[config.mk]
export PLATFORM = sky130hd
export DESIGN_NAME = touch_raw_to_screen_mapper
export DESIGN_NICKNAME = d
export VERILOG_FILES = /design/src/rtl/core/trsm_pkg.sv /design/src/rtl/core/trsm_front.sv /design/src/rtl/core/trsm_div.sv /design/src/rtl/core/trsm_back.sv /design/src/rtl/core/touch_raw_to_screen_mapper.sv
export SDC_FILE = /design/constraint.sdc
export NUM_CORES = 2
export LEC_CHECK = 0
export BUFFER_PORTS_ARGS = -buffer_cell sky130_fd_sc_hd__buf_2
export CAP_MARGIN = 20
export CORE_MARGIN = 2
export CORE_UTILIZATION = 65
export CTS_BUF_LIST = sky130_fd_sc_hd__clkbuf_4
export DETAILED_ROUTE_END_ITERATION = 12
export PLACE_DENSITY = 0.82
export SLEW_MARGIN = 15
export SYNTH_ARGS = -nofsm -noshare
export SYNTH_HDL_FRONTEND = slang
export SYNTH_HIERARCHICAL = 1
export SYNTH_SLANG_ARGS = --single-unit
[constraint.sdc]
create_clock -name clk -period 10.35 [get_ports clk]
set_input_delay 1.5525 -clock clk [delete_from_list [all_inputs] [get_ports clk]]
set_output_delay 1.5525 -clock clk [all_outputs]
set_load 0.02 [all_outputs]
[src/rtl/core/trsm_pkg.sv]
// Shared types and constants of the touch raw-to-screen mapper.
package trsm_pkg;

  localparam int FIELD_W = 12;
  localparam int X_W = 9;
  localparam int Y_W = 8;
  localparam int ADDR_W = 5;
  localparam int DATA_W = 32;
  localparam logic [FIELD_W-1:0] DEFAULT_THRESHOLD = 12'd350;

  typedef enum logic [2:0] {
    REG_TL_X,
    REG_TL_Y,
    REG_TR_X,
    REG_TR_Y,
    REG_BL_X,
    REG_BL_Y,
    REG_CAL,
    REG_THR
  } reg_idx_t;

  typedef struct packed {
    logic [FIELD_W-1:0] tl_x;
    logic [FIELD_W-1:0] tl_y;
    logic [FIELD_W-1:0] tr_x;
    logic [FIELD_W-1:0] tr_y;
    logic [FIELD_W-1:0] bl_x;
    logic [FIELD_W-1:0] bl_y;
    logic               cal;
    logic [FIELD_W-1:0] thr;
  } calib_t;

  typedef struct packed {
    logic touch_valid;
    logic span_error;
    logic neg_x;
    logic neg_y;
  } flags_t;

endpackage

[src/rtl/core/trsm_front.sv]
// Front stages: axis swap, numerator and divisor selection, span products.
module trsm_front #(
  parameter int RW     = 12,
  parameter int PW     = 21,
  parameter int SPAN_X = 287,
  parameter int SPAN_Y = 207
) (
  input  logic                          clk,
  input  logic                          rst_n,
  input  logic                          in_vld,
  input  logic [trsm_pkg::FIELD_W-1:0]  in_raw_x,
  input  logic [trsm_pkg::FIELD_W-1:0]  in_raw_y,
  input  logic [trsm_pkg::FIELD_W-1:0]  in_raw_pressure,
  input  trsm_pkg::calib_t              calib,
  output logic                          out_vld,
  output trsm_pkg::flags_t              out_flags,
  output logic [PW-1:0]                 out_dvd_x,
  output logic [PW-1:0]                 out_dvd_y,
  output logic [RW-1:0]                 out_dvs_x,
  output logic [RW-1:0]                 out_dvs_y
);

  localparam int DW = RW + 1;
  localparam logic [PW-1:0] SPX_V = PW'(SPAN_X);
  localparam logic [PW-1:0] SPY_V = PW'(SPAN_Y);

  logic signed [DW-1:0] rx, ry, tlx, tly, trx, try_v, blx, bly;
  logic signed [DW-1:0] dtx, dty;
  logic [DW-1:0]        adx, ady;
  logic                 swap;
  logic signed [DW-1:0] nx_nxt, ny_nxt, dx_nxt, dy_nxt;
  logic                 err_nxt, tv_nxt;

  logic                 vld1_r;
  logic signed [DW-1:0] nx_r, ny_r, dx_r, dy_r;
  logic                 err1_r, tv1_r;

  logic signed [DW-1:0] anx, any_v, adxv, adyv;
  logic [PW-1:0]        prod_x_nxt, prod_y_nxt;

  logic                 vld2_r;
  trsm_pkg::flags_t     flags2_r;
  logic [PW-1:0]        prod_x_r, prod_y_r;
  logic [RW-1:0]        mdx_r, mdy_r;

  assign rx    = $signed({1'b0, in_raw_x[RW-1:0]});
  assign ry    = $signed({1'b0, in_raw_y[RW-1:0]});
  assign tlx   = $signed({1'b0, calib.tl_x[RW-1:0]});
  assign tly   = $signed({1'b0, calib.tl_y[RW-1:0]});
  assign trx   = $signed({1'b0, calib.tr_x[RW-1:0]});
  assign try_v = $signed({1'b0, calib.tr_y[RW-1:0]});
  assign blx   = $signed({1'b0, calib.bl_x[RW-1:0]});
  assign bly   = $signed({1'b0, calib.bl_y[RW-1:0]});

  assign dtx  = trx - tlx;
  assign dty  = try_v - tly;
  assign adx  = dtx[DW-1] ? DW'(-dtx) : DW'(dtx);
  assign ady  = dty[DW-1] ? DW'(-dty) : DW'(dty);
  assign swap = ady > adx;

  always_comb begin
    if (swap) begin
      nx_nxt = ry - tly;
      dx_nxt = dty;
      ny_nxt = rx - tlx;
      dy_nxt = blx - tlx;
    end else begin
      nx_nxt = rx - tlx;
      dx_nxt = dtx;
      ny_nxt = ry - tly;
      dy_nxt = bly - tly;
    end
    err_nxt = (dx_nxt == '0) || (dy_nxt == '0);
    tv_nxt  = !err_nxt && calib.cal && (in_raw_pressure > calib.thr);
  end

  always_ff @(posedge clk) begin
    if (!rst_n) begin
      vld1_r <= 1'b0;
    end else begin
      vld1_r <= in_vld;
    end
  end

  always_ff @(posedge clk) begin
    nx_r   <= nx_nxt;
    ny_r   <= ny_nxt;
    dx_r   <= dx_nxt;
    dy_r   <= dy_nxt;
    err1_r <= err_nxt;
    tv1_r  <= tv_nxt;
  end

  assign anx   = nx_r[DW-1] ? -nx_r : nx_r;
  assign any_v = ny_r[DW-1] ? -ny_r : ny_r;
  assign adxv  = dx_r[DW-1] ? -dx_r : dx_r;
  assign adyv  = dy_r[DW-1] ? -dy_r : dy_r;

  assign prod_x_nxt = PW'(anx[RW-1:0]) * SPX_V;
  assign prod_y_nxt = PW'(any_v[RW-1:0]) * SPY_V;

  always_ff @(posedge clk) begin
    if (!rst_n) begin
      vld2_r <= 1'b0;
    end else begin
      vld2_r <= vld1_r;
    end
  end

  always_ff @(posedge clk) begin
    prod_x_r             <= prod_x_nxt;
    prod_y_r             <= prod_y_nxt;
    mdx_r                <= adxv[RW-1:0];
    mdy_r                <= adyv[RW-1:0];
    flags2_r.touch_valid <= tv1_r;
    flags2_r.span_error  <= err1_r;
    flags2_r.neg_x       <= nx_r[DW-1] ^ dx_r[DW-1];
    flags2_r.neg_y       <= ny_r[DW-1] ^ dy_r[DW-1];
  end

  assign out_vld   = vld2_r;
  assign out_flags = flags2_r;
  assign out_dvd_x = prod_x_r;
  assign out_dvd_y = prod_y_r;
  assign out_dvs_x = mdx_r;
  assign out_dvs_y = mdy_r;

endmodule

[src/rtl/core/trsm_div.sv]
// Pipelined restoring divider for both axes, one quotient bit per stage.
module trsm_div #(
  parameter int RW = 12,
  parameter int PW = 21
) (
  input  logic             clk,
  input  logic             rst_n,
  input  logic             in_vld,
  input  trsm_pkg::flags_t in_flags,
  input  logic [PW-1:0]    in_dvd_x,
  input  logic [RW-1:0]    in_dvs_x,
  input  logic [PW-1:0]    in_dvd_y,
  input  logic [RW-1:0]    in_dvs_y,
  output logic             out_vld,
  output trsm_pkg::flags_t out_flags,
  output logic [PW-1:0]    out_quo_x,
  output logic [PW-1:0]    out_quo_y
);

  logic             vld_r   [PW];
  trsm_pkg::flags_t flags_r [PW];
  logic [PW-1:0]    acc_x_r [PW];
  logic [PW-1:0]    acc_y_r [PW];
  logic [RW-1:0]    rem_x_r [PW-1];
  logic [RW-1:0]    rem_y_r [PW-1];
  logic [RW-1:0]    dvs_x_r [PW-1];
  logic [RW-1:0]    dvs_y_r [PW-1];

  for (genvar k = 0; k < PW; k++) begin : g_stage
    logic             vld_i;
    trsm_pkg::flags_t flags_i;
    logic [PW-1:0]    acc_x_i, acc_y_i;
    logic [RW-1:0]    rem_x_i, rem_y_i, dvs_x_i, dvs_y_i;
    logic [RW:0]      trl_x, trl_y, dif_x, dif_y;
    logic             ge_x, ge_y;

    if (k == 0) begin : g_first
      assign vld_i   = in_vld;
      assign flags_i = in_flags;
      assign acc_x_i = in_dvd_x;
      assign acc_y_i = in_dvd_y;
      assign rem_x_i = '0;
      assign rem_y_i = '0;
      assign dvs_x_i = in_dvs_x;
      assign dvs_y_i = in_dvs_y;
    end else begin : g_next
      assign vld_i   = vld_r[k-1];
      assign flags_i = flags_r[k-1];
      assign acc_x_i = acc_x_r[k-1];
      assign acc_y_i = acc_y_r[k-1];
      assign rem_x_i = rem_x_r[k-1];
      assign rem_y_i = rem_y_r[k-1];
      assign dvs_x_i = dvs_x_r[k-1];
      assign dvs_y_i = dvs_y_r[k-1];
    end

    assign trl_x = {rem_x_i, acc_x_i[PW-1]};
    assign trl_y = {rem_y_i, acc_y_i[PW-1]};
    assign dif_x = trl_x - {1'b0, dvs_x_i};
    assign dif_y = trl_y - {1'b0, dvs_y_i};
    assign ge_x  = trl_x >= {1'b0, dvs_x_i};
    assign ge_y  = trl_y >= {1'b0, dvs_y_i};

    always_ff @(posedge clk) begin
      if (!rst_n) begin
        vld_r[k] <= 1'b0;
      end else begin
        vld_r[k] <= vld_i;
      end
    end

    always_ff @(posedge clk) begin
      flags_r[k] <= flags_i;
      acc_x_r[k] <= {acc_x_i[PW-2:0], ge_x};
      acc_y_r[k] <= {acc_y_i[PW-2:0], ge_y};
    end

    if (k < PW - 1) begin : g_rem
      always_ff @(posedge clk) begin
        rem_x_r[k] <= ge_x ? dif_x[RW-1:0] : trl_x[RW-1:0];
        rem_y_r[k] <= ge_y ? dif_y[RW-1:0] : trl_y[RW-1:0];
        dvs_x_r[k] <= dvs_x_i;
        dvs_y_r[k] <= dvs_y_i;
      end
    end
  end

  assign out_vld   = vld_r[PW-1];
  assign out_flags = flags_r[PW-1];
  assign out_quo_x = acc_x_r[PW-1];
  assign out_quo_y = acc_y_r[PW-1];

endmodule

[src/rtl/core/trsm_back.sv]
// Back stage: quotient sign, margin offset, screen clamp and result register.
module trsm_back #(
  parameter int PW     = 21,
  parameter int SW     = 320,
  parameter int SH     = 240,
  parameter int MARGIN = 16
) (
  input  logic                        clk,
  input  logic                        rst_n,
  input  logic                        in_vld,
  input  trsm_pkg::flags_t            in_flags,
  input  logic [PW-1:0]               in_quo_x,
  input  logic [PW-1:0]               in_quo_y,
  output logic                        out_valid,
  output logic                        out_touch_valid,
  output logic [trsm_pkg::X_W-1:0]    out_screen_x,
  output logic [trsm_pkg::Y_W-1:0]    out_screen_y,
  output logic                        out_span_error
);

  localparam int EW = PW + 2;
  localparam logic signed [EW-1:0] MARGIN_V = EW'(MARGIN);
  localparam logic [EW-1:0] SW_V   = EW'(SW);
  localparam logic [EW-1:0] SH_V   = EW'(SH);
  localparam logic [EW-1:0] SWM1_V = EW'(SW - 1);
  localparam logic [EW-1:0] SHM1_V = EW'(SH - 1);

  logic signed [EW-1:0] qx, qy, ex, ey;
  logic [EW-1:0]        cx, cy;

  logic                      valid_r, tv_r, err_r;
  logic [trsm_pkg::X_W-1:0]  sx_r;
  logic [trsm_pkg::Y_W-1:0]  sy_r;

  assign qx = in_flags.neg_x ? -$signed({2'b00, in_quo_x}) : $signed({2'b00, in_quo_x});
  assign qy = in_flags.neg_y ? -$signed({2'b00, in_quo_y}) : $signed({2'b00, in_quo_y});
  assign ex = qx + MARGIN_V;
  assign ey = qy + MARGIN_V;

  always_comb begin
    if (ex[EW-1]) begin
      cx = '0;
    end else if ($unsigned(ex) >= SW_V) begin
      cx = SWM1_V;
    end else begin
      cx = $unsigned(ex);
    end
    if (ey[EW-1]) begin
      cy = '0;
    end else if ($unsigned(ey) >= SH_V) begin
      cy = SHM1_V;
    end else begin
      cy = $unsigned(ey);
    end
  end

  always_ff @(posedge clk) begin
    if (!rst_n) begin
      valid_r <= 1'b0;
    end else begin
      valid_r <= in_vld;
    end
  end

  always_ff @(posedge clk) begin
    tv_r  <= in_flags.touch_valid;
    err_r <= in_flags.span_error;
    sx_r  <= in_flags.touch_valid ? cx[trsm_pkg::X_W-1:0] : '0;
    sy_r  <= in_flags.touch_valid ? cy[trsm_pkg::Y_W-1:0] : '0;
  end

  assign out_valid       = valid_r;
  assign out_touch_valid = tv_r;
  assign out_screen_x    = sx_r;
  assign out_screen_y    = sy_r;
  assign out_span_error  = err_r;

endmodule

[src/rtl/core/touch_raw_to_screen_mapper.sv]
// Top level of the touch raw-to-screen mapper with its register port.
//
// Maps raw touch samples to screen pixels from three calibration anchors.
// A request is taken on every cycle that start is high; busy stays low.
// Each request yields one result, strobed by out_valid for one cycle.
// The divider takes PW-bit dividends, where PW = min(RAW_BITS, 12) plus
// the bit width of the larger target span, and resolves one quotient bit
// per pipeline stage; two front stages precede it, one output stage follows.
// The receiver must take every result in the cycle it is shown. Registers
// sit at byte address 4*index; the user must write them only while no
// request is in flight, which the block itself does not enforce.
module touch_raw_to_screen_mapper #(
  parameter int SCREEN_WIDTH  = 320,
  parameter int SCREEN_HEIGHT = 240,
  parameter int TARGET_MARGIN = 16,
  parameter int RAW_BITS      = 12
) (
  input  logic                          clk,
  input  logic                          rst_n,
  input  logic                          start,
  output logic                          busy,
  input  logic [trsm_pkg::FIELD_W-1:0]  in_raw_x,
  input  logic [trsm_pkg::FIELD_W-1:0]  in_raw_y,
  input  logic [trsm_pkg::FIELD_W-1:0]  in_raw_pressure,
  output logic                          out_valid,
  output logic                          out_touch_valid,
  output logic [trsm_pkg::X_W-1:0]      out_screen_x,
  output logic [trsm_pkg::Y_W-1:0]      out_screen_y,
  output logic                          out_span_error,
  input  logic                          psel,
  input  logic                          penable,
  input  logic                          pwrite,
  input  logic [trsm_pkg::ADDR_W-1:0]   paddr,
  input  logic [trsm_pkg::DATA_W-1:0]   pwdata,
  output logic [trsm_pkg::DATA_W-1:0]   prdata,
  output logic                          pready
);

  localparam int RW   = (RAW_BITS < trsm_pkg::FIELD_W) ? RAW_BITS : trsm_pkg::FIELD_W;
  localparam int SPX  = SCREEN_WIDTH - 1 - 2 * TARGET_MARGIN;
  localparam int SPY  = SCREEN_HEIGHT - 1 - 2 * TARGET_MARGIN;
  localparam int SPXW = $clog2(SPX + 1);
  localparam int SPYW = $clog2(SPY + 1);
  localparam int SPW  = (SPXW > SPYW) ? SPXW : SPYW;
  localparam int PW   = RW + SPW;
  localparam int LAT  = PW + 3;

  trsm_pkg::calib_t    calib_r;
  trsm_pkg::reg_idx_t  idx;
  logic                wr_en;

  logic                f_vld, d_vld;
  trsm_pkg::flags_t    f_flags, d_flags;
  logic [PW-1:0]       f_dvd_x, f_dvd_y, d_quo_x, d_quo_y;
  logic [RW-1:0]       f_dvs_x, f_dvs_y;

  assign busy   = 1'b0;
  assign pready = 1'b1;
  assign idx    = trsm_pkg::reg_idx_t'(paddr[trsm_pkg::ADDR_W-1:2]);
  assign wr_en  = psel && penable && pwrite && pready;

  always_ff @(posedge clk) begin
    if (!rst_n) begin
      calib_r.tl_x <= '0;
      calib_r.tl_y <= '0;
      calib_r.tr_x <= '0;
      calib_r.tr_y <= '0;
      calib_r.bl_x <= '0;
      calib_r.bl_y <= '0;
      calib_r.cal  <= 1'b0;
      calib_r.thr  <= trsm_pkg::DEFAULT_THRESHOLD;
    end else if (wr_en) begin
      unique case (idx)
        trsm_pkg::REG_TL_X: calib_r.tl_x <= pwdata[trsm_pkg::FIELD_W-1:0];
        trsm_pkg::REG_TL_Y: calib_r.tl_y <= pwdata[trsm_pkg::FIELD_W-1:0];
        trsm_pkg::REG_TR_X: calib_r.tr_x <= pwdata[trsm_pkg::FIELD_W-1:0];
        trsm_pkg::REG_TR_Y: calib_r.tr_y <= pwdata[trsm_pkg::FIELD_W-1:0];
        trsm_pkg::REG_BL_X: calib_r.bl_x <= pwdata[trsm_pkg::FIELD_W-1:0];
        trsm_pkg::REG_BL_Y: calib_r.bl_y <= pwdata[trsm_pkg::FIELD_W-1:0];
        trsm_pkg::REG_CAL:  calib_r.cal  <= pwdata[0];
        trsm_pkg::REG_THR:  calib_r.thr  <= pwdata[trsm_pkg::FIELD_W-1:0];
      endcase
    end
  end

  always_comb begin
    prdata = '0;
    unique case (idx)
      trsm_pkg::REG_TL_X: prdata = trsm_pkg::DATA_W'(calib_r.tl_x);
      trsm_pkg::REG_TL_Y: prdata = trsm_pkg::DATA_W'(calib_r.tl_y);
      trsm_pkg::REG_TR_X: prdata = trsm_pkg::DATA_W'(calib_r.tr_x);
      trsm_pkg::REG_TR_Y: prdata = trsm_pkg::DATA_W'(calib_r.tr_y);
      trsm_pkg::REG_BL_X: prdata = trsm_pkg::DATA_W'(calib_r.bl_x);
      trsm_pkg::REG_BL_Y: prdata = trsm_pkg::DATA_W'(calib_r.bl_y);
      trsm_pkg::REG_CAL:  prdata = trsm_pkg::DATA_W'(calib_r.cal);
      trsm_pkg::REG_THR:  prdata = trsm_pkg::DATA_W'(calib_r.thr);
    endcase
  end

  trsm_front #(
    .RW     (RW),
    .PW     (PW),
    .SPAN_X (SPX),
    .SPAN_Y (SPY)
  ) u_front (
    .clk             (clk),
    .rst_n           (rst_n),
    .in_vld          (start && !busy),
    .in_raw_x        (in_raw_x),
    .in_raw_y        (in_raw_y),
    .in_raw_pressure (in_raw_pressure),
    .calib           (calib_r),
    .out_vld         (f_vld),
    .out_flags       (f_flags),
    .out_dvd_x       (f_dvd_x),
    .out_dvd_y       (f_dvd_y),
    .out_dvs_x       (f_dvs_x),
    .out_dvs_y       (f_dvs_y)
  );

  trsm_div #(
    .RW (RW),
    .PW (PW)
  ) u_div (
    .clk       (clk),
    .rst_n     (rst_n),
    .in_vld    (f_vld),
    .in_flags  (f_flags),
    .in_dvd_x  (f_dvd_x),
    .in_dvs_x  (f_dvs_x),
    .in_dvd_y  (f_dvd_y),
    .in_dvs_y  (f_dvs_y),
    .out_vld   (d_vld),
    .out_flags (d_flags),
    .out_quo_x (d_quo_x),
    .out_quo_y (d_quo_y)
  );

  trsm_back #(
    .PW     (PW),
    .SW     (SCREEN_WIDTH),
    .SH     (SCREEN_HEIGHT),
    .MARGIN (TARGET_MARGIN)
  ) u_back (
    .clk             (clk),
    .rst_n           (rst_n),
    .in_vld          (d_vld),
    .in_flags        (d_flags),
    .in_quo_x        (d_quo_x),
    .in_quo_y        (d_quo_y),
    .out_valid       (out_valid),
    .out_touch_valid (out_touch_valid),
    .out_screen_x    (out_screen_x),
    .out_screen_y    (out_screen_y),
    .out_span_error  (out_span_error)
  );

  a_req_to_result: assert property (@(posedge clk) disable iff (!rst_n)
    start |-> ##LAT out_valid)
    else $error("request did not yield a result at the pipeline latency");

  a_result_from_req: assert property (@(posedge clk) disable iff (!rst_n)
    out_valid |-> $past(start, LAT))
    else $error("result without a matching request");

  a_invalid_zero: assert property (@(posedge clk) disable iff (!rst_n)
    (out_valid && !out_touch_valid) |-> (out_screen_x == '0 && out_screen_y == '0))
    else $error("invalid touch carries nonzero coordinates");

  a_err_invalid: assert property (@(posedge clk) disable iff (!rst_n)
    (out_valid && out_span_error) |-> !out_touch_valid)
    else $error("span error reported with a valid touch");

endmodule
==> impl_metrics.tcl <==
set metrics [dict create \
    syn_avg_cell_area_um2 10.6 \
    relSlewSlack 0.375 \
    drt_iter0_drc 2867 \
    cp_max_fo 12 \
    drt_pass1_iterations 7 \
    maxCapViolCount 0 \
    cts_tree "yes" \
    syn_area_mm2 0.0871 \
    finalSetupViolCount 0 \
    min_path_cells 0 \
    reg2reg_to "u_front/tv1_r" \
    syn_to_final_growth_pct 9.82 \
    cts_htree_levels 6 \
    hold_path_class "reg2reg" \
    postCtsSetupBuffers 0 \
    remaining_drc_errors 0 \
    worstMarginPinSlew_ps 937 \
    start_kind "flop" \
    nets 9574 \
    synth.distinct_cells 109 \
    wirelength_um 170000 \
    hpwlAfterDp_um 123000 \
    slew_violations 0 \
    chipWidth_um 370 \
    worstHoldEndpoint "u_div/flags_r[0][1]" \
    status "complete, no violations" \
    io_pins 133 \
    cts.sinks 2177 \
    synthFlopType "dfxtp_1" \
    path_clk_slew_ps 70 \
    cts_hold_buf 0 \
    rsz0062_at_grt "false" \
    ys_ff_latch 2177 \
    yosysWarnings 6 \
    num_rows 134 \
    fin_crit_sh 0.590 \
    crit_type "reg2reg" \
    grt_pass1_wl_um 279000 \
    synth_cells 8205 \
    die_area_mm2 0.137 \
    grt_max_degree 110 \
    drtAntennaViolNets 0 \
    grt_use_total 0.244 \
    drive_above_1_share 0.154 \
    endpoint_kind "flop" \
    initial_core_util 0.654 \
    cts_resized 0 \
    finalHoldViolCount 0 \
    cts_made_buffers 544 \
    vias_per_cell 5.45 \
    critPathRequiredTime_ps 11470 \
    synthArstFlopShare 0 \
    clk_path_buf_depth 4 \
    vias 58900 \
    die_height_um 370 \
    fin_crit_ps 6110 \
    grt_overflow_total 0 \
    crit_arrival_ps 7230 \
    clk_latency_ps 1230 \
    synth_seq_area_share 0.501 \
    num-fill-cells 9321 \
    reg2reg_from "calib_r[74]" \
    place.port_buffers 88 \
    gp_congestion 0.949 \
    fmax_mhz 164 \
    routedWlPerCell_um 15.7 \
    coreArea_mm2 0.133 \
    holdCritStartpoint "u_front/out_flags[1]" \
    worst_r2r_path_depth 19 \
    antenna_found_initial 3 \
    synth-edff-count 0 \
    fin_util 0.718 \
    cts_root_buf "clkbuf_4" \
    grt_pass1_vias 61000 \
    tns_ps 0 \
    fin_skew_ps 114 \
    r2r_slack_ps 4240 \
]
-- area by class of cell --
| type | count | area, µm² | area share |
|---|---|---|---|
| inverter | 876 | 3290 | 0.0344 |
| clock buffer | 793 | 5950 | 0.0623 |
| tap | 1768 | 2210 | 0.0231 |
| timing repair buffer | 121 | 697 | 0.00729 |
| multi-input combinational | 4967 | 39200 | 0.410 |
| sequential | 2177 | 43600 | 0.456 |
| antenna | 9 | 22.5 | 0.000236 |
| clock inverter | 103 | 658 | 0.00688 |
-- state kept, by name (all words and copies together), names as in the netlist, 84 cells and up --
name,cells
calib_r,85
u_div/acc_x_r,441
u_div/acc_y_r,441
u_div/dvs_x_r,240
u_div/dvs_y_r,240
u_div/flags_r,84
u_div/rem_x_r,240
u_div/rem_y_r,240
-- worst max-delay path, cell delays in order, from the launching register on --
cell and delay, ps:
dfxtp_1 560, inv_1 290, ha_1 330, nor2b_1 150, o2111ai_1 310, nand3b_1 140
xor2_1 250, nor4_1 770, a31o_2 260, xor2_1 70, ha_1 290, nand2_1 80
nor4_2 420, o31ai_1 180, a32o_2 390, or4_1 560, o22ai_1 110, or4b_4 500
o41ai_4 250, nor3_2 90
-- logic make-up (layout without fill, tap and decap cells) --
logic type,count (synthesis),in the layout,synth area share
mux,421,421,0.0533
flops,2177,2177,0.501
xor+xnor,469,469,0.0472
fa+ha+maj,808,808,0.126
other cells,3,32,0.000129
compound gates,1651,1651,0.127
simple gates,1595,1595,0.0936
buf+inv,1081,1893,0.0520
-- placed cells by master (no fill, tap or decap), types with 60 or more instances in the layout --
cell / count
dfxtp_1: 2177
buf_2: 87
nand3_1: 194
a21o_1: 203
nor2_1: 314
ha_1: 691
nor3_1: 92
inv_1: 876
mux2_2: 299
xnor2_1: 257
nand2b_1: 97
nand2_1: 397
mux2i_1: 103
and2_1: 60
nor2b_1: 117
o21ai_0: 317
fa_1: 117
clkbuf_4: 794
a21oi_1: 423
xor2_1: 212
and3_1: 63
o21a_1: 101
-- synth_stat cells (101+ instances only) --
master	n	area [µm²]
xnor2_1	257	2250
nor2b_1	117	732
inv_1	876	3290
nor2_1	314	1180
a21oi_1	423	2120
ha_1	691	8650
mux2_2	299	3370
o21a_1	101	758
nand2_1	397	1490
o21ai_0	318	1590
dfxtp_1	2177	43600
nand3_1	194	971
mux2i_1	103	1030
fa_1	117	2340
a21o_1	203	1520
buf_4	102	766
xor2_1	212	1860
-- layer usage --
metal	wire, µm	GRT usage	vias to the layer above
met4	6490	0.123	0
met2	89900	0.463	1397
met5	0	0	-
met1	66400	0.255	27700
met3	6960	0.0461	441
li1	-	-	29400
-- worst max path at each step --
stage | endpoint | startpoint | slack [ps] | depth (start not counted)
6_report | u_front/tv1_r | calib_r[74] | 4240 | 19
5_1_grt | u_front/out_dvd_x[19] | u_front/nx_r[0] | 3840 | 22
4_1_cts | u_front/out_dvd_x[19] | u_front/nx_r[0] | 4270 | 22
3_5_place_dp | u_front/tv1_r | calib_r[62] | 4260 | 19
3_3_place_gp | u_front/out_dvd_x[19] | u_front/nx_r[0] | 4350 | 21
2_1_floorplan | u_front/out_dvd_x[19] | u_front/nx_r[0] | 4890 | 21
-- through the flow --
step	std cells	area (µm²)	worst slack, ps	hold slack, ps
2_1_floorplan	8225	87100	4890	310
3_3_place_gp	9899	88900	4350	310
3_5_place_dp	9907	89000	4260	312
4_1_cts	10800	95600	4270	234
5_1_grt	10800	95600	3840	246
6_report	10800	95600	4240	246
Power is left out: the tool's default activity adds up to more than one toggle a clock period on the data nets, which glitch-free logic cannot reach.
